$ cat config.mk
export PLATFORM = sky130hd
export DESIGN_NAME = mcbq_front
export DESIGN_NICKNAME = d
export VERILOG_FILES = /design/src/mcbq_pkg.sv /design/src/mcbq_front.sv
export SDC_FILE = /design/constraint.sdc
export NUM_CORES = 1
export LEC_CHECK = 0
export BUFFER_PORTS_ARGS = -buffer_cell sky130_fd_sc_hd__buf_2
export CORE_AREA = 5 5 65 67
export CTS_BUF_LIST = sky130_fd_sc_hd__clkbuf_4 sky130_fd_sc_hd__clkbuf_8 sky130_fd_sc_hd__clkbuf_16
export CTS_CLUSTER_SIZE = 10
export DETAILED_ROUTE_END_ITERATION = 8
export DIE_AREA = 0 0 70 72
export PLACE_DENSITY = 0.87
export REMOVE_ABC_BUFFERS = 1
export SLEW_MARGIN = 10
export SYNTH_ARGS = -nofsm -noshare
export SYNTH_HDL_FRONTEND = slang
export SYNTH_SLANG_ARGS = --single-unit
$ cat constraint.sdc
create_clock -name clk -period 1.9 [get_ports clk]
set_input_delay 0 -clock clk [delete_from_list [all_inputs] [get_ports clk]]
set_output_delay 0 -clock clk [all_outputs]
set_load 0.01 [all_outputs]
$ cat src/mcbq_pkg.sv
// ----------------------------------------------------------------------------
// mcbq_pkg
// Shared types and constants for the multichannel biquad low-pass filter.
// ----------------------------------------------------------------------------
`default_nettype none

package mcbq_pkg;

  localparam int CHANNELS_DEFAULT     = 32;
  localparam int QUEUE_DEPTH_DEFAULT  = 4;
  // Eight covers three arithmetic stages plus one waiting result at full rate.
  localparam int RESULT_DEPTH_DEFAULT = 8;

  localparam int CHAN_W   = 5;
  localparam int SAMPLE_W = 32;
  localparam int CFG_IDX_W  = 2;
  localparam int CFG_DATA_W = 32;

  // Configuration register indexes
  localparam logic [CFG_IDX_W-1:0] REG_FILTER_ENABLE = 2'd0;
  localparam logic [CFG_IDX_W-1:0] REG_COEFF_B0      = 2'd1;
  localparam logic [CFG_IDX_W-1:0] REG_COEFF_A1      = 2'd2;
  localparam logic [CFG_IDX_W-1:0] REG_COEFF_A2      = 2'd3;

  localparam logic signed [SAMPLE_W-1:0] SAMPLE_MAX = 32'sh7FFF_FFFF;
  localparam logic signed [SAMPLE_W-1:0] SAMPLE_MIN = 32'sh8000_0000;

  typedef enum logic [1:0] {
    KIND_PASS,    // returned unchanged, history untouched
    KIND_PRIME,   // first sample of a channel: seeds the history
    KIND_FILTER   // runs through the biquad
  } item_kind_t;

  typedef struct packed {
    logic [CHAN_W-1:0]          channel;
    item_kind_t                 kind;
    logic signed [SAMPLE_W-1:0] sample;
  } queue_item_t;

  typedef struct packed {
    logic signed [SAMPLE_W-1:0] in_d1;
    logic signed [SAMPLE_W-1:0] in_d2;
    logic signed [SAMPLE_W-1:0] out_d1;
    logic signed [SAMPLE_W-1:0] out_d2;
  } hist_t;

  typedef struct packed {
    logic [CHAN_W-1:0]          channel;
    logic signed [SAMPLE_W-1:0] sample;
  } result_t;

  typedef struct packed {
    logic [29:0]        b0;
    logic signed [31:0] a1;
    logic signed [30:0] a2;
  } coeff_t;

endpackage

`default_nettype wire

$ cat src/mcbq_front.sv
// ----------------------------------------------------------------------------
// mcbq_front
// Accepts samples, tracks primed channels and tags each request with its kind.
// ----------------------------------------------------------------------------
`default_nettype none

module mcbq_front #(
  parameter int CHANNELS = mcbq_pkg::CHANNELS_DEFAULT
) (
  input  wire logic                                 clk,
  input  wire logic                                 rst,
  input  wire logic                                 push,
  input  wire logic                                 full,
  input  wire logic [mcbq_pkg::CHAN_W-1:0]          channel,
  input  wire logic signed [mcbq_pkg::SAMPLE_W-1:0] sample_in,
  input  wire logic                                 filter_enable,
  output logic                                      q_push,
  output mcbq_pkg::queue_item_t                     q_item
);

  localparam int CW = (CHANNELS > 1) ? $clog2(CHANNELS) : 1;

  logic [CHANNELS-1:0] primed;
  logic [CW-1:0]       idx;
  logic                in_range;

  assign idx      = CW'(channel);
  assign in_range = (32'(channel) < 32'(CHANNELS));
  assign q_push   = push && !full;

  always_comb begin
    q_item.channel = channel;
    q_item.sample  = sample_in;
    if (!in_range) begin
      q_item.kind = mcbq_pkg::KIND_PASS;
    end else if (!primed[idx]) begin
      q_item.kind = mcbq_pkg::KIND_PRIME;
    end else if (filter_enable) begin
      q_item.kind = mcbq_pkg::KIND_FILTER;
    end else begin
      q_item.kind = mcbq_pkg::KIND_PASS;
    end
  end

  // Requests stay in order downstream, so marking here at accept is safe.
  always_ff @(posedge clk) begin
    if (rst) begin
      primed <= '0;
    end else if (q_push && in_range) begin
      primed[idx] <= 1'b1;
    end
  end

endmodule

`default_nettype wire

---- Word-level counts from Yosys, hierarchy flattened ----
Index checks and enable logic that the tools add are counted.
word-level totals
  input port bits ......................... 42
  word-level logic and storage cells ...... 13
  output and inout bits ................... 40
  bits in registers ....................... 32
operators by class
  bitwise operators ....................... 1
  multiplexer cells ....................... 6
  reduce and logical (&&, ||, !) cells .... 3
  order comparisons ....................... 2
operator list
  kind                  number
  $or A32 B32 Y32       1
  $lt A5 B6 Y1 const B  1
  $bmux W1 S5           1
  $demux W1 S5          1
  $ge A5 B1 Y1 const B  1
  $mux W2               2
  $logic_and A1 B1 Y1   2
  $mux W1               2
  $logic_not A1 Y1      1

---- Logic depth before layout (Yosys ltp) ----
  word-level depth ........................ 5
  depth in mapped cells ................... 7
  depth with buffers taken out ............ 5

---- Least setup slack after synthesis ----
Ideal clock, no wire load.
  path kind ............................... reg2out
  start ................................... reg primed[18]
  end ..................................... out q_item[33] (netlist name)
  cell stages (with the launch flop) ...... 5
  buffers on the path ..................... 0
  arrival ................................. 1.240 ns
  required time ........................... 1.900 ns
  setup slack ............................. 0.660 ns
  cell sequence ........................... dfxtp_1 mux2_4 a221o_1 o21a_1 o21a_1
RTL lines
  element                            line              RTL
  from (decl)                        mcbq_front.sv:23  logic [CHANNELS-1:0] primed;
  from (signal assigned)             mcbq_front.sv:48  primed <= '0;
  from (signal, indexed assignment)  mcbq_front.sv:50  primed[idx] <= 1'b1;
  to (decl)                          mcbq_front.sv:18  output mcbq_pkg::queue_item_t q_item

==> key figures <==
Die
  – Core Rows: 22
  – Starting Density: 46.9%
  – Chip Height: 72 um
  – DIE WIDTH: 70 um
  – Core Region: 0.00358 mm^2
  – Die Footprint: 0.00504 mm^2
  – I/O pin count: 82

STA
  – Setup violators final: 0
  – Max-slew violations: 0
  – Slew at the pin with the worst max-slew slack: 670 ps
  – Final hold vios: 0
  – Max_slew headroom: 55.2%
  – Setup TNS Final: 0 ps
  – Period utilization: 91.8%
  – RSZ-0062 raised after global routing: no
  – Fmax: 0.573 GHz
  – Clock period minus final worst setup slack: 1740 ps
  – Worst Skew: 0 ps

Critical path
  – CP dominant cell by count: o21a_1
  – Worst Setup Start Kind: flop
  – CP max stage delay: 340 ps
  – WP data required: 1900 ps
  – Delay-heaviest family, CP: compound AO/OA/AOI/OAI gates
  – Buf+Inv Stages, Crit Path: 1
  – Cell depth of the worst setup path: 5
  – RR Startpoint: primed[10]
  – Cell Chain, Critical Path: mux2_4 > a221o_1 > o21a_1 > o21a_1 > buf_2
  – R2R setup slack: 1250 ps
  – Critical Path Fanout Max: 2
  – FF-to-FF path depth: 2
  – Worst Setup Path Type: reg2out
  – Endpoint class of the critical path: primary output
  – Critical path origin: primed[18]
  – Worst EP arrival: 1740 ps
  – Slowest CP cell: a221o_1

Final layout
  – Max FFs per register: 32
  – Largest reg by FF count: primed
  – Largest registers: primed: 32 flops
  – Final instance area: 0.00154 mm^2
  – NumNets Final: 212
  – Most frequent cells in the layout: nor2_1 (35), a21oi_1 (33), dfxtp_1 (32)
  – Synth-to-Final Area Change: -8.42%
  – Ant. Diodes: 0
  – Share of cells above drive strength 1: 24.1%
  – Most common library cell in the layout ignoring fill and taps: nor2_1

Routing
  – DRT Wirelength: 3.81 mm
  – Residual DRC count: 0
  – Drt wl/cell: 17.5 um
  – 1st-iter DRT viols: 117
  – Antenna violation net count after detailed routing: 0
  – Vias: 1221
  – Vias per cell: 5.60
  – Drt pass-1 iters: 4

GRT
  – Largest net degree at the start of global routing: 33
  – Grt ovf: 0
  – Global route hottest layer: met2
  – Total track usage: 15.5%
  – Met1 usage: 17.9%
  – Global routing usage on met2: 20.8%
  – First-pass GRT wire length: 5.87 mm
  – Antenna violations before repair: 0
  – GRT met3 Usage: 11.9%
  – Vias in the first global route: 1194

Placed design
  – Placed Area: 0.00149 mm^2
  – Hpwl dp: 2.74 mm
  – IO Port Bufs: 17
  – RePlAce Congestion: 0.745

Synthesis
  – Post-synthesis area per instance: 8.66 um^2
  – Seq/Total Area, Yosys: 38.2%
  – Mapped Area: 0.00168 mm^2
  – Register bit total from synthesis: 32
  – Warnings from Yosys: 0
  – Primary FF master, synth: dfxtp_1
  – Cells after Synth: 194
  – Number of flops mapped to enable cells by yosys: 0
  – Post-synth cell types: 27
  – Async SR Flop Fraction: 0%

Clock network
  – CTS tree: yes
  – CTS sink count: 32
  – Setup bufs post-CTS: 0
  – Worst-skew pair later-pin latency: 330 ps
  – # hold bufs at CTS: 0
  – Total CTS buffers: 5
  – Clock transition at the registers of the reported paths: 100 ps
  – H-tree lvl count: 2
  – Clock tree buffer depth: 2
  – Post_cts resized: 0
  – CTS Root Cell: clkbuf_4

Power and ir drop
  – Overall power: 1.15 mW
  – Leak pwr: 0.632 nW
  – VDD IR-drop max: 0.000189 V
  – Cell Pwr Density: 747 mW/mm^2

Hold path
  – Hold Crit Class: in2out
  – HP Start: sample_in[15]
  – WHS Path Cells: 0

Run status
  – Status: finished, final reports clean

Job
  – Max_cap viols: 0
stage by stage:
stage | std cells | setup slack (ps) | hold WS (ps) | utilization [%]
2_1_floorplan | 144 | 660 | 0 | -
6_report | 218 | 156 | 0.0220 | 43.0
4_1_cts | 218 | 141 | 0.0686 | 43.0
3_3_place_gp | 211 | 385 | 0.0686 | 41.6
5_1_grt | 218 | 88.8 | 0.0421 | 43.0
3_5_place_dp | 211 | 358 | 0.0686 | 41.6
cell usage after synthesis, types with 2 or more instances:
library cell | instances | area, um^2
a22oi_1 | 2 | 15.0
and3_1 | 2 | 12.5
buf_6 | 3 | 33.8
mux2i_1 | 2 | 20.0
clkbuf_1 | 8 | 30.0
buf_4 | 37 | 278
nor3b_2 | 3 | 37.5
mux2_4 | 2 | 30.0
nand2_1 | 7 | 26.3
buf_2 | 2 | 10.0
o21a_1 | 2 | 15.0
and3b_1 | 3 | 26.3
a21oi_1 | 33 | 165
mux2_2 | 10 | 113
nor2_1 | 35 | 131
dfxtp_1 | 32 | 641
cell type report:
class	count	area, um^2
fillers	349	2040
clock buffers	6	45.0
well taps	48	60.1
repair buffers	19	100
flip-flops and latches	32	641
multi-input cells	112	687
clock inverters	1	5.00
report_power, final:
part | total, mW | internal [mW] | switching, mW
Combinational | 0.0999 | 0.0366 | 0.0633
Sequential | 0.678 | 0.675 | 0.00247
Clock | 0.372 | 0.150 | 0.221
cells by family (layout without fill, tap and decap cells):
| logic type | count (synthesis) | count (layout) | share of synthesized area [%] |
|---|---|---|---|
| AOI/OAI and AO/OA | 41 | 41 | 13.5 |
| and+or+nand+nor | 56 | 56 | 16.2 |
| DFF | 32 | 32 | 38.2 |
| muxes | 15 | 15 | 11.3 |
| buffers and inverters | 50 | 26 | 20.9 |
metal layers:
layer / share of wire, % / up-vias / routed length, um
li1: - / 566 / -
met1: 43 / 574 / 1640
met2: 41 / 71 / 1570
met3: 13 / 8 / 506
met4: 1.8 / 2 / 68
met5: 0.66 / - / 25
worst paths after layout:
path,to
max,q_item[33]
min,q_item[15]
max reg2reg,primed[10]
min reg2reg,primed[5]
No activity file was read; power rests on OpenSTA's default activity.
