<file path="config.mk">
export PLATFORM = sky130hd
export DESIGN_NAME = mcbq_fifo
export DESIGN_NICKNAME = d
export VERILOG_FILES = /design/src/mcbq_fifo.sv
export SDC_FILE = /design/constraint.sdc
export NUM_CORES = 1
export LEC_CHECK = 0
export ABC_AREA = 1
export BUFFER_PORTS_ARGS = -buffer_cell sky130_fd_sc_hd__buf_2
export CELL_PAD_IN_SITES_DETAIL_PLACEMENT = 2
export CELL_PAD_IN_SITES_GLOBAL_PLACEMENT = 2
export CORE_AREA = 10 10 97 74
export CTS_BUF_LIST = sky130_fd_sc_hd__clkbuf_4 sky130_fd_sc_hd__clkbuf_8 sky130_fd_sc_hd__clkbuf_16
export DETAILED_ROUTE_END_ITERATION = 16
export DIE_AREA = 0 0 107 84
export PLACE_DENSITY = 0.68
export SETUP_SLACK_MARGIN = 0.05
export SYNTH_ARGS = -nofsm -noshare
export SYNTH_HDL_FRONTEND = slang
export SYNTH_SLANG_ARGS = --single-unit
</file>
<file path="constraint.sdc">
create_clock -name clk -period 1.6 [get_ports clk]
set_clock_uncertainty 0.05 [all_clocks]
set_input_delay 0.32 -clock clk [delete_from_list [all_inputs] [get_ports clk]]
set_output_delay 0.32 -clock clk [all_outputs]
set_load 0.01 [all_outputs]
</file>
<file path="src/mcbq_fifo.sv">
// ----------------------------------------------------------------------------
// mcbq_fifo
// Small register-based FIFO with occupancy count.
// ----------------------------------------------------------------------------
`default_nettype none

module mcbq_fifo #(
  parameter int WIDTH = 8,
  parameter int DEPTH = 4
) (
  input  wire logic                         clk,
  input  wire logic                         rst,
  input  wire logic                         push,
  input  wire logic [WIDTH-1:0]             wr_data,
  output logic                              full,
  input  wire logic                         pop,
  output logic [WIDTH-1:0]                  rd_data,
  output logic                              empty,
  output logic [$clog2(DEPTH+1)-1:0]        level
);

  localparam int AW = (DEPTH > 1) ? $clog2(DEPTH) : 1;
  localparam int LW = $clog2(DEPTH + 1);

  logic [WIDTH-1:0] mem [DEPTH];
  logic [AW-1:0]    wr_ptr;
  logic [AW-1:0]    rd_ptr;
  logic             do_push;
  logic             do_pop;

  assign full    = (level == LW'(DEPTH));
  assign empty   = (level == '0);
  assign do_push = push && !full;
  assign do_pop  = pop && !empty;
  assign rd_data = mem[rd_ptr];

  always_ff @(posedge clk) begin
    if (do_push) begin
      mem[wr_ptr] <= wr_data;
    end
  end

  always_ff @(posedge clk) begin
    if (rst) begin
      wr_ptr <= '0;
      rd_ptr <= '0;
      level  <= '0;
    end else begin
      if (do_push) begin
        wr_ptr <= (wr_ptr == AW'(DEPTH - 1)) ? '0 : wr_ptr + 1'b1;
      end
      if (do_pop) begin
        rd_ptr <= (rd_ptr == AW'(DEPTH - 1)) ? '0 : rd_ptr + 1'b1;
      end
      if (do_push && !do_pop) begin
        level <= level + 1'b1;
      end else if (do_pop && !do_push) begin
        level <= level - 1'b1;
      end
    end
  end

endmodule

`default_nettype wire

</file>
Yosys cells after proc, flatten, opt, wreduce, memory -nomap -nowiden
Memory sizes are Yosys's and may differ from the RTL's. A register that Yosys moved wholly into a read port is not among the register bits.
Cells that the tools add are included.
W data, S select, Z words.
Operators by class
  multiplexer cells: 8
  equality and inequality tests: 3
  add/subtract/negate cells: 4
  reductions and logical operators: 10
Operator list (number)
  $mux W2: 4
  $mux W3: 2
  $add A2 B1 Y2 const B: 2
  $eq A2 B2 Y1 const B: 2
  $logic_and A1 B1 Y1: 4
  $logic_not A1 Y1: 4
  $add A3 B1 Y3 const B: 1
  $eq A3 B3 Y1 const B: 1
  $logic_not A3 Y1: 1
  $sub A3 B1 Y3 const B: 1
  $mux W1: 2
  $reduce_bool A2 Y1: 1
Word-level totals
  logic and storage cells: 29
  register bits after elaboration: 7
  memories: 1
  bits of input ports: 12
  output and inout bits: 13
  bits in writable memories: 32
Memory list
  mem: words 4, width 8, rd ports 1, clocked after memory_dff 1, write ports 1, RTL line 25  | logic [WIDTH-1:0] mem [DEPTH];

Depth between registers and ports, before layout
Gate-level depths: netlist (run 1).
  depth after elaboration: 7
  depth in mapped cells: 13
  gate-level depth less buffers: 13

Least setup slack after synthesis (run 1)
Ideal clock, no wire load.
  path type: register -> register
  from: register level[0]
  to: register level[2]
  stages on the path, launching flop included: 14
  required time: 1.440 ns
  clock period less this slack: 1.763 ns
  setup slack: -0.163 ns
  library setup time: 0.110 ns
  data arrival time: 1.604 ns
  cell sequence: dfxtp_1 -> nor2_2 -> nand2_2 -> nand2_2 -> inv_1 -> ha_1 -> inv_1 -> fa_1 -> inv_1 -> nand2_1 -> nand3_1 -> nand2_1 -> inv_1 -> nor2_1
Between the ends
  cells in the longest elaborated chain, start to end: 6
  elaborated cells on any way between the ends: 15
  classes of those cells: add/sub: 2; eq/ne: 1; mux: 2; reduce/logical: 10
Ends and longest elaborated chain
  start: declaration: RTL line 19  | output logic [$clog2(DEPTH+1)-1:0] level
  start signal: assignment: RTL line 56  | level <= level + 1'b1;
  start signal: assignment: RTL line 58  | level <= level - 1'b1;
  $eq A3 B3 Y1 (*): RTL line 31  | assign full = (level == LW'(DEPTH));
  $logic_not A1 Y1 (*): RTL line 33  | assign do_push = push && !full;
  $logic_and A1 B1 Y1 (*): RTL line 33
  named net do_push: RTL line 28  | logic do_push;
  $logic_not A1 Y1: RTL line 57  | end else if (do_pop && !do_push) begin
  $logic_and A1 B1 Y1: RTL line 57
  $reduce_bool A2 Y1 (no source line)
The timed path passes the listed nets; every way through them passes the cells marked *. The select of a mux whose other input is x is not followed.
A chain may end at the register's enable or synchronous reset.

Final worst setup path (run 1)
  from: register level[1]
  to: register level[1]
Same word-level chain as after synthesis.

==> results.md, run 1 <==
- Power consumption: slightly above 4 mW
- Commonest non-fill, non-tap cell in the layout: edfxtp_1
- Required arrival time at the worst endpoint: 1740 ps
- Antenna diode count: 0
- Worst-path clk slew: 80 ps
- Worst Hold Class: input port to flip-flop
- Cell row count: 23
- Clock Latency Late Sink: 290 ps
- Unrepaired setup endpoints after global routing: true
- Router iterations before antenna repair: 2
- Initial Util: 0.315
- Maximum clock insertion buffer count: 2
- Number of vias in the routed layout: about 1300
- Sum Neg Setup Slack: -436 ps
- Number of library cell types mapped by synthesis: 20
- Share of the yosys chip area belonging to registers: 0.670
- Net switching share of the total power: 0.372
- Flip-flop and latch count after synthesis: slightly above 40
- Gate count of the mapped netlist: between 100 and 150
- Internal Dissipation: roughly 2.6 mW
- Worst IR drop on VDD: 0.578 mV
- Cell count of the worst hold path: 2
- Setup Crit Path Kind: flip-flop to flip-flop
- Mean instance size in the synthesized netlist: approximately 12 um2
- Fraction of layout instances using a drive strength above 1: 0.485
- Sort of element at the end of the critical path: flip-flop
- Die area: roughly 9000 um2
- Reg2reg setup slack: -120 ps
- Slowest stage cell on the critical path: fa_2
- Syn_nets: ~170
- Clock period minus worst slack: approximately 1700 ps
- Cts bufs inserted: 5
- Result of the run: complete, but fails checks
- Count of endpoints failing hold in the final timing report: 0
- Syn Std Cell Area: approximately 1700 um2
- Power per cell area: between 1500 and 2000 nW/um2
- Number of I/O port buffers: 24
- CTS tree: yes
- Post-layout nets: about 220
- Worst Setup Slack, final: -117 ps
- Data arrival time of the critical path: roughly 1900 ps
- Final Util: 0.449
- Register-to-Register Path Depth: 9
- Post-CTS Hold Buffers: 0
- # placed instances: around 260
- Core Region: between 5000 and 6000 um2
- Area taken by flip-flops and latches: ~1200 um2
- Top-level I/O count: 25
- Combinational fraction of design power: 0.463
- Routability cong.: roughly 0.73
- Static leakage: just under 1 nW
- Area used by multi-input combinational logic: 613 um2
- First DRT Iteration DRCs: 19
- Delay contributed by the slowest stage of the critical path: 430 ps
- Post-DR wirelength/cell: roughly 19 um
- Global-route total usage across every layer: 0.123
- Series of cell instances along the critical path: nor2_4, nand2_4, nand2_4, inv_4, ha_4, inv_4, fa_2, o21ai_2, nor2_1
- Actual slew at the worst max-slew pin: 246 ps
- Switching power of the nets: around 1.5 mW
- CTS H-Tree Depth: 2
- Initial antenna violation count: 0
- Critical path peak fanout: 2
- Final clock period utilization by the worst path: 1.07
- # DRC: 0
- Synthesis Warnings: 0
- Vias per cell: roughly 4.6
- Max Freq: 582 MHz
- Failing checks: negative setup slack
- Most used cells in the layout excluding fill and tap cells: 32 x edfxtp_1, 29 x nor2_1, 23 x buf_2
- Max-slew headroom: 0.836
- Count of maximum capacitance violations: 0
- # clock sinks: 41
- Syn-to-layout area delta: 42.7%
- Number of global-route vias before repair: approximately 1600
- Proportion of power drawn by the clock network: 0.176
- Pin count of the biggest net entering global routing: 17
- Number of standard cells in the final layout excluding fillers: roughly 280
- Total overflow reported by the global router: 0
- Floorplan die width: 107 um
- Root buffer selected by CTS: clkbuf_8
- Number of fill cells: 577
- Residual antenna-violating net count after detailed routing: 0
- First-pass GRT wire length: ~8400 um
- Max-slew violation count: 0
- Crit path launch type: flip-flop
- Final routed wirelength across all metal layers: 5360 um
- Die H: 84 um
- Power share of the sequential group: 0.361
- Final Setup Violations: 10
- HPWL reported at the end of detailed placement: between 3000 and 4000 um
cell families after synthesis:
group / synth area share
xor gates and xnor gates: 0.00514
AOI/OAI and AO/OA: 0.0918
adders and majority gates: 0.0558
buffers and inverters: 0.0529
DFF: 0.670
and+or+nand+nor: 0.125
timing repair:
item,in CTS,in global routing
buffers inserted,10,5
endpoints found under the hold margin,0,0
setup endpoints to repair,12,12
pin swaps,24,17
resized for setup,43,21
flip-flops by register name, summed over array words and instances, names as in the netlist, named ones only:
register  flops
mem          32
level         3
rd_ptr        2
wr_ptr        2
layout make-up:
cell class	instances	share of cell area
clock inverters	2	0.00566
clock buffers	6	0.0340
flip-flops and latches	41	0.476
well taps	75	0.0386
multi-input cells	86	0.252
inverters	18	0.0350
repair buffers	53	0.159
critical path, delay by kind of cell (launching register included):
kind,cells,cell delay [ps]
flip-flops,1,360
adder cells (fa/ha/maj),2,590
AND/OR/NAND/NOR,4,370
AO/OA/AOI/OAI,1,160
buffers and inverters,2,100
worst paths after layout:
kind | from | to
setup / recovery | level[1]$_SDFFE_PP0P_ | level[1]$_SDFFE_PP0P_
setup reg to reg | level[1]$_SDFFE_PP0P_ | level[1]$_SDFFE_PP0P_
hold / removal | rst | level[0]$_SDFFE_PP0P_
hold reg to reg | rd_ptr[1]$_SDFFE_PP0P_ | flip-flop
synth_stat cells, drive strengths merged:
library cell	n	area share
a21oi	2	0.0059
buf	2	0.013
dfxtp	9	0.11
edfxtp	32	0.56
fa	1	0.012
ha	6	0.044
inv	18	0.040
nand2	14	0.035
nand3	1	0.0029
nand3b	2	0.0088
nand4	1	0.0037
nor2	33	0.074
o21ai	17	0.057
o22ai	8	0.029
xor2	1	0.0051
power by group through the flow:
stage	Clock (mW)	Sequential [mW]	Combinational, mW
final	0.728	1.49	1.91
after floorplan	0	1.47	0.752
after global routing	0.807	1.52	2.10
after global placement	0	1.44	1.29
after CTS	0.742	1.48	1.76
after detailed placement	0	1.46	1.41
through the flow:
stage / setup slack [ps] / hold slack (ps) / area (um2)
global placement: -2.17 / 434 / 2040
detailed placement: -123 / 451 / 2040
floorplan: -57.8 / 333 / 1740
CTS: -83.5 / 128 / 2330
finish: -117 / 136 / 2430
global route: -193 / 120 / 2430
metal layers:
metal  vias up  GRT usage  wire [um]
met2        23      0.230       3000
met5         -          0          0
met1       643      0.128       2120
met4         0     0.0479         97
li1        616          -          -
met3         8     0.0293        136
Power figures use the tool's default switching activity.
==> run 2, diff against run 1 <==
--- a/config.mk
+++ b/config.mk
@@ -13,6 +13,7 @@
 export CTS_BUF_LIST = sky130_fd_sc_hd__clkbuf_4 sky130_fd_sc_hd__clkbuf_8 sky130_fd_sc_hd__clkbuf_16
 export DETAILED_ROUTE_END_ITERATION = 16
 export DIE_AREA = 0 0 107 84
+export HOLD_SLACK_MARGIN = 0.15
 export PLACE_DENSITY = 0.68
 export SETUP_SLACK_MARGIN = 0.05
 export SYNTH_ARGS = -nofsm -noshare
==> run 2 against run 1 <==
The run still ends with negative setup slack left. Clock-buffer cell count unchanged. Worst setup slack worse by 35 ps. Sequential share of layout area down 0.20 points. Final area up 0.41%. First-iteration DRC count up 42%. Sequential cell count unchanged. Core utilization up 0.19 points. Final cell count unchanged. Routed wire length up 1.2%. Highest routed layer unchanged.
==> results.md, run 2 (synthesis results as in run 1) <==
- Core Region: 5410 um2 (unchanged)
- Routability cong.: 0.726 (unchanged)
- Clock period minus worst slack: 1750 ps (+34.6 ps)
- Final routed wirelength across all metal layers: 5420 um (+1.2%)
- Proportion of power drawn by the clock network: 0.173 (-0.003)
- # clock sinks: 41 (unchanged)
- Series of cell instances along the critical path: nor2_4, nand2_4, nand2_4, inv_4, ha_4, inv_4, fa_2, o21ai_2, nor2_1
- First element of the critical path: level[1]$_SDFFE_PP0P_
- Most used cells in the layout excluding fill and tap cells: 32 x edfxtp_1, 29 x nor2_1, 22 x buf_2
- Area of placed instances: 2040 um2 (unchanged)
- Pin count of the biggest net entering global routing: 17 (unchanged)
- Worst-path clk slew: 90 ps (about the same)
- Number of fill cells: 584 (+1.2%)
- Delay contributed by the slowest stage of the critical path: 440 ps (about the same)
- Result of the run: complete, but fails checks
- Sort of element at the end of the critical path: flip-flop
- Worst Hold Class: input port to flip-flop
- Syn-to-layout area delta: 43.2%
- Count of endpoints failing hold in the final timing report: 0 (unchanged)
- Crit path launch type: flip-flop
- Static leakage: 0.993 nW (about the same)
- Area used by multi-input combinational logic: 614 um2 (+0.20%)
- Failing checks: negative setup slack
- Register bank with the most flops: mem
- Worst IR drop on VDD: 0.577 mV (-0.23%)
- Number of vias in the routed layout: 1272 (-1.4%)
- Top flop regs: mem x32, level x3
- Power share of the sequential group: 0.357 (-0.004)
- Crit path max-delay family: adder cells
- Die H: 84 um (unchanged)
- Initial Util: 0.315 (unchanged)
- Cell count of the worst hold path: 1 (-1)
- Area taken by flip-flops and latches: 1160 um2 (unchanged)
- Flip-flop count of the largest register, all copies and words added: 32 (unchanged)
- Initial antenna violation count: 0 (unchanged)
- Reg2reg setup slack: -150 ps (-30 ps)
- Root buffer selected by CTS: clkbuf_8
- Required arrival time at the worst endpoint: 1740 ps (about the same)
- Actual slew at the worst max-slew pin: 247 ps (+1.12 ps)
- Unrepaired setup endpoints after global routing: true
- Commonest non-fill, non-tap cell in the layout: edfxtp_1
- Floorplan die width: 107 um (unchanged)
- Grt met2 use: 0.242 (+0.0123)
- First DRT Iteration DRCs: 27 (+8)
- Data arrival time of the critical path: 1890 ps (+30 ps)
- Met1 Resource Use GR: 0.126 (-0.00142)
- Fraction of layout instances using a drive strength above 1: 0.481 (-0.00485)
- Residual antenna-violating net count after detailed routing: 0 (unchanged)
- Max-slew violation count: 0 (unchanged)
- Power per cell area: 1710 nW/um2 (+0.74%)
- Internal Dissipation: 2.62 mW (+0.93%)
- Max-slew headroom: 0.835 (about the same)
- Register-to-Register Path Depth: 9 (unchanged)
- Post-DR wirelength/cell: 19.3 um (+1.2%)
- Reg2reg start: level[1]$_SDFFE_PP0P_
- Number of buffer and inverter stages on the critical path: 2 (unchanged)
- Number of standard cells in the final layout excluding fillers: 281 (unchanged)
- Slowest stage cell on the critical path: fa_2
- CTS tree: yes
- Worst Hold Path EP: mem[2][6]$_DFFE_PP_
- Global-route track usage on met3: 0.0293 (unchanged)
- Number of I/O port buffers: 24 (unchanged)
- Number of global-route vias before repair: 1563 (+0.064%)
- Vias per cell: 4.53 (-1.4%)
- Maximum clock insertion buffer count: 2 (unchanged)
- Count of maximum capacitance violations: 0 (unchanged)
- HPWL reported at the end of detailed placement: 3530 um (unchanged)
- Critical path peak fanout: 2 (unchanged)
- Worst Setup Slack, final: -152 ps (-34.6 ps)
- Worst Hold Launch: wr_data[6]
- Max Freq: 571 MHz (-2.0%)
- Antenna diode count: 0 (unchanged)
- Global-route total usage across every layer: 0.126 (+0.00300)
- Total overflow reported by the global router: 0 (unchanged)
- Final clock period utilization by the worst path: 1.09 (+0.0216)
- Router iterations before antenna repair: 3 (+1)
- Top-level I/O count: 25 (unchanged)
- Final Setup Violations: 11 (+1)
- # placed instances: 259 (unchanged)
- Die area: 8990 um2 (unchanged)
- Net switching share of the total power: 0.374 (+0.00142)
- Final design instance area without fill: 2440 um2 (+0.41%)
- Final Util: 0.451 (+0.00185)
- Worst R2R End: level[1]$_SDFFE_PP0P_
- # DRC: 0 (unchanged)
- Post-layout nets: 224 (unchanged)
- Cell row count: 23 (unchanged)
- CTS H-Tree Depth: 2 (unchanged)
- Combinational fraction of design power: 0.470 (+0.007)
- Sum Neg Setup Slack: -517 ps (-80.8 ps)
- Setup Crit Path Kind: flip-flop to flip-flop
- Switching power of the nets: 1.56 mW (+1.5%)
- Cts bufs inserted: 5 (unchanged)
- Layer carrying the most global-route usage: met2
- Clock Latency Late Sink: 290 ps (about the same)
- First-pass GRT wire length: 8560 um (+2.0%)
==> run 2: layout make-up <==
type / count / share of cell area
tap: 75 / 0.0384
timing repair buffer: 53 / 0.161
sequential: 41 / 0.474
multi-input combinational: 86 / 0.252
clock inverter: 2 / 0.00564
inverter: 18 / 0.0349
clock buffer: 6 / 0.0338
==> run 2: worst max path at each step <==
| stage | end | cells after the start |
|---|---|---|
| after global placement | level[1]$_SDFFE_PP0P_ | 9 |
| after CTS | level[2]$_SDFFE_PP0P_ | 12 |
| after floorplan | level[1]$_SDFFE_PP0P_ | 9 |
| after global routing | level[2]$_SDFFE_PP0P_ | 12 |
| after detailed placement | level[1]$_SDFFE_PP0P_ | 9 |
| final | level[1]$_SDFFE_PP0P_ | 9 |
==> run 2: power groups by stage <==
stage	Sequential, mW	Combinational [mW]	Clock (mW)
2_1_floorplan	1.47	0.752	0
3_3_place_gp	1.44	1.29	0
3_5_place_dp	1.46	1.41	0
4_1_cts	1.48	1.76	0.742
5_1_grt	1.51	2.15	0.807
6_report	1.49	1.97	0.725
==> run 2: metal layers <==
layer  share of wire  vias to the layer above
met3           0.024                        8
met4           0.018                        0
met1            0.38                      629
met5               0                        -
met2            0.58                       21
li1                -                      614
==> run 2: per-stage QoR <==
step	worst slack (ps)	total power [mW]	hold slack (ps)
2_1_floorplan	-57.8	2.22	333
3_3_place_gp	-2.17	2.73	434
3_5_place_dp	-123	2.87	451
4_1_cts	-83.5	3.98	179
5_1_grt	-202	4.47	177
6_report	-152	4.18	182
==> run 2: timing repair <==
item / in CTS / in global routing
buffers inserted: 10 / 5
resized for setup: 43 / 24
hold buffers: 1 / 0
pin swaps: 24 / 12
hold endpoints to repair: 1 / 0
setup endpoints to repair: 12 / 12
==> run 3, diff against run 2 <==
--- a/config.mk
+++ b/config.mk
@@ -5,14 +5,13 @@
 export SDC_FILE = /design/constraint.sdc
 export NUM_CORES = 1
 export LEC_CHECK = 0
-export ABC_AREA = 1
 export BUFFER_PORTS_ARGS = -buffer_cell sky130_fd_sc_hd__buf_2
 export CELL_PAD_IN_SITES_DETAIL_PLACEMENT = 2
 export CELL_PAD_IN_SITES_GLOBAL_PLACEMENT = 2
-export CORE_AREA = 10 10 97 74
+export CORE_AREA = 10 10 92 70
 export CTS_BUF_LIST = sky130_fd_sc_hd__clkbuf_4 sky130_fd_sc_hd__clkbuf_8 sky130_fd_sc_hd__clkbuf_16
 export DETAILED_ROUTE_END_ITERATION = 16
-export DIE_AREA = 0 0 107 84
+export DIE_AREA = 0 0 102 80
 export HOLD_SLACK_MARGIN = 0.15
 export PLACE_DENSITY = 0.68
 export SETUP_SLACK_MARGIN = 0.05
==> run 3 against run 2 <==
The run still ends with negative setup slack left. Clock power shrank 4.1%. Critical endpoint is now level[2]$_SDFFE_PP0P_. Sequential cell count is the same. Register-to-register slack lost 340 ps. Synthesized area shrank 2.1%. Sequential share of layout area grew 4.9 points.
==> results.md, run 3 <==
- Share of the yosys chip area belonging to registers: 0.684 (+0.0141)
- Commonest non-fill, non-tap cell in the layout: edfxtp_1
- Initial antenna violation count: 0 (unchanged)
- Top flop regs: mem x32, level x3
- # DRC: 0 (unchanged)
- Residual antenna-violating net count after detailed routing: 0 (unchanged)
- Root buffer selected by CTS: clkbuf_8
- Final design instance area without fill: 2200 um2 (-9.7%)
- Number of library cell types mapped by synthesis: 27 (+35%)
- Reg2reg setup slack: -500 ps (-340 ps)
- Result of the run: complete, but fails checks
- CTS tree: yes
- Crit path launch type: flip-flop
- Flip-flop and latch count after synthesis: 41 (unchanged)
- Dominant register cell in the synthesized netlist: edfxtp_1
- Routability cong.: 0.712 (-1.9%)
- Clock Latency Late Sink: 300 ps (about the same)
- HPWL reported at the end of detailed placement: 2880 um (-18%)
- Global-route total usage across every layer: 0.106 (-0.0199)
- Syn Std Cell Area: 1670 um2 (-2.1%)
- Floorplan die width: 102 um (-4.7%)
- Fraction of layout instances using a drive strength above 1: 0.565 (+0.0846)
- Post-CTS Hold Buffers: 0 (-1)
- Flip-flop count of the largest register, all copies and words added: 32 (unchanged)
- Sort of element at the end of the critical path: flip-flop
- Initial Util: 0.357 (+0.0419)
- Post-layout nets: 156 (-30%)
- Actual slew at the worst max-slew pin: 383 ps (+136 ps)
- Pin count of the biggest net entering global routing: 13 (-4)
- Synth top area share: 0.576 (+0.0118)
- Required arrival time at the worst endpoint: 1780 ps (+40 ps)
- Series of cell instances along the critical path: or3b_4, clkinv_8, nor2_4, ha_4, inv_2, fa_2, xor2_1, or3_1, a21oi_2
- Top-level I/O count: 25 (unchanged)
- Mean instance size in the synthesized netlist: 18.1 um2 (+56%)
- Count of endpoints failing hold in the final timing report: 0 (unchanged)
- Die H: 80 um (-4.8%)
- Worst Hold Path EP: mem[1][3]$_DFFE_PP_
- Router iterations before antenna repair: 4 (+1)
- CTS H-Tree Depth: 2 (unchanged)
- Gate count of the mapped netlist: 92 (-37%)
- Max-slew headroom: 0.743 (-0.0917)
- Total overflow reported by the global router: 0 (unchanged)
- Worst Hold Launch: wr_data[3]
- Final clock period utilization by the worst path: 1.31 (+0.215)
- Worst-path clk slew: 80 ps (about the same)
- Cell row count: 21 (-8.7%)
- First-pass GRT wire length: 6240 um (-27%)
- Cell count of the worst hold path: 1 (unchanged)
- First DRT Iteration DRCs: 26 (-3.7%)
- Worst Hold Class: input port to flip-flop
- Setup Crit Path Kind: flip-flop to flip-flop
- Max Freq: 477 MHz (-16%)
- Worst Setup Slack, final: -496 ps (-344 ps)
- Register-to-Register Path Depth: 9 (unchanged)
- Synthesis Warnings: 0 (unchanged)
- Critical path peak fanout: 5 (+3)
- Power per cell area: 1540 nW/um2 (-10%)
- Clock period minus worst slack: 2100 ps (+344 ps)
- Slowest stage cell on the critical path: dfxtp_4
- Area of placed instances: 1970 um2 (-3.4%)
- Max-slew violation count: 0 (unchanged)
- Final routed wirelength across all metal layers: 4070 um (-25%)
- Most frequent cell after synthesis: edfxtp_1
- Number of I/O port buffers: 24 (unchanged)
- Vias per cell: 4.94 (+9.2%)
- Number of standard cells in the final layout excluding fillers: 195 (-31%)
- Die area: 8160 um2 (-9.2%)
- Failing checks: negative setup slack
- Core Region: 4680 um2 (-14%)
- Ranking of synthesized cells by area: edfxtp_1 58%, dfxtp_1 11%, mux4_2 11%, ha_1 4.5%, and3_1 1.5%
- Power consumption: 3.40 mW (-19%)
- Delay contributed by the slowest stage of the critical path: 370 ps (-70 ps)
- Cts bufs inserted: 5 (unchanged)
- Sum Neg Setup Slack: -2550 ps (-2030 ps)
- Post-DR wirelength/cell: 20.9 um (+8.2%)
- Syn_nets: 111 (-33%)
- Number of enable flip-flop cells after synthesis: 32 (unchanged)
- Static leakage: 0.835 nW (-16%)
- Data arrival time of the critical path: 2280 ps (+390 ps)
- Number of global-route vias before repair: 1155 (-26%)
- Worst IR drop on VDD: 0.576 mV (-0.14%)
- Final Setup Violations: 12 (+1)
- Unrepaired setup endpoints after global routing: true
- Syn-to-layout area delta: 32.0%
- Register bank with the most flops: mem
- Synth top cells by count: 32 x edfxtp_1, 9 x dfxtp_1, 8 x mux4_2
- Antenna diode count: 0 (unchanged)
- Largest area contributor in the synthesized netlist: edfxtp_1
- Reg2reg start: level[2]$_SDFFE_PP0P_
- # placed instances: 182 (-30%)
- Maximum clock insertion buffer count: 2 (unchanged)
- Count of maximum capacitance violations: 0 (unchanged)
- Proportion of synthesized flip-flops having asynchronous set or reset: 0 (unchanged)
- Most used cells in the layout excluding fill and tap cells: 32 x edfxtp_1, 16 x buf_2, 14 x buf_4
- # clock sinks: 41 (unchanged)
- Number of vias in the routed layout: 964 (-24%)
- Worst R2R End: level[2]$_SDFFE_PP0P_
[run 3: changes by cell type after synthesis, sizes merged, moves of 8 or more]
| cell | delta |
|---|---|
| nor2 | -29 |
| inv | -15 |
| o21ai | -15 |
| nand2 | -13 |
| mux4 | +8 |
| o22ai | -8 |
[run 3: per-layer routing]
layer	vias up	part of all wire	global-route usage
met2	21	0.54	0.186
met1	495	0.39	0.109
li1	440	-	-
met4	0	0.025	0.0674
met5	-	0	0
met3	8	0.041	0.0303
[run 3: cells by family (layout without fill, tap and decap cells)]
| group | after synthesis | count (layout) | share of synthesized area |
|---|---|---|---|
| adder cells (fa/ha/maj) | 7 | 7 | 0.0570 |
| flip-flops | 41 | 41 | 0.684 |
| XOR/XNOR | 2 | 2 | 0.0105 |
| AO/OA/AOI/OAI | 7 | 7 | 0.0322 |
| AND/OR/NAND/NOR | 16 | 16 | 0.0555 |
| multiplexers | 10 | 10 | 0.120 |
| buffers and inverters | 9 | 55 | 0.0412 |
[run 3: cell type report]
| class | instances | area [um2] |
|---|---|---|
| Clock buffer | 6 | 82.6 |
| Clock inverter | 2 | 8.76 |
| Fill cell | 437 | 2470 |
| Inverter | 5 | 45.0 |
| Multi-Input combinational cell | 42 | 513 |
| Sequential cell | 41 | 1150 |
| Tap cell | 57 | 71.3 |
| Timing Repair Buffer | 42 | 329 |
[run 3: how the worst max path moves through the flow]
stage | from | endpoint | slack [ps] | cells after the start
6_report | level[2]$_SDFFE_PP0P_ | level[2]$_SDFFE_PP0P_ | -500 | 9
5_1_grt | level[2]$_SDFFE_PP0P_ | level[2]$_SDFFE_PP0P_ | -560 | 9
4_1_cts | level[2]$_SDFFE_PP0P_ | level[2]$_SDFFE_PP0P_ | -460 | 9
3_5_place_dp | level[2]$_SDFFE_PP0P_ | level[2]$_SDFFE_PP0P_ | -490 | 9
3_3_place_gp | level[2]$_SDFFE_PP0P_ | level[2]$_SDFFE_PP0P_ | -380 | 9
2_1_floorplan | level[2]$_SDFFE_PP0P_ | level[2]$_SDFFE_PP0P_ | -380 | 10
[run 3: repair_timing]
| item | 4_1_cts | 5_1_grt |
|---|---|---|
| gates cloned | 0 | 0 |
| buffers inserted | 3 | 3 |
| setup endpoints to repair | 44 | 17 |
| gates resized for setup | 17 | 8 |
| pin swaps | 4 | 3 |
[run 3: through the flow]
stage                      util  hold slack (ps)  setup WS [ps]
final                     0.471              192           -496
after global routing      0.471              190           -560
after CTS                 0.460              186           -456
after global placement    0.422              426           -380
after floorplan               -              369           -382
after detailed placement  0.422              461           -492
[run 3: critical path: cells and delay by family (launching register included)]
kind	cells	cell delay (ps)
fa+ha+maj	2	500
simple gates	3	740
compound gates	1	130
xor+xnor	1	160
flops	1	370
buf+inv	2	100
[run 3: power breakdown]
part | leakage [nW] | total, mW | switching (mW) | internal (mW)
clock network | 0.0486 | 0.695 | 0.353 | 0.342
logic | 0.416 | 1.30 | 0.574 | 0.721
registers | 0.370 | 1.41 | 0.0909 | 1.31
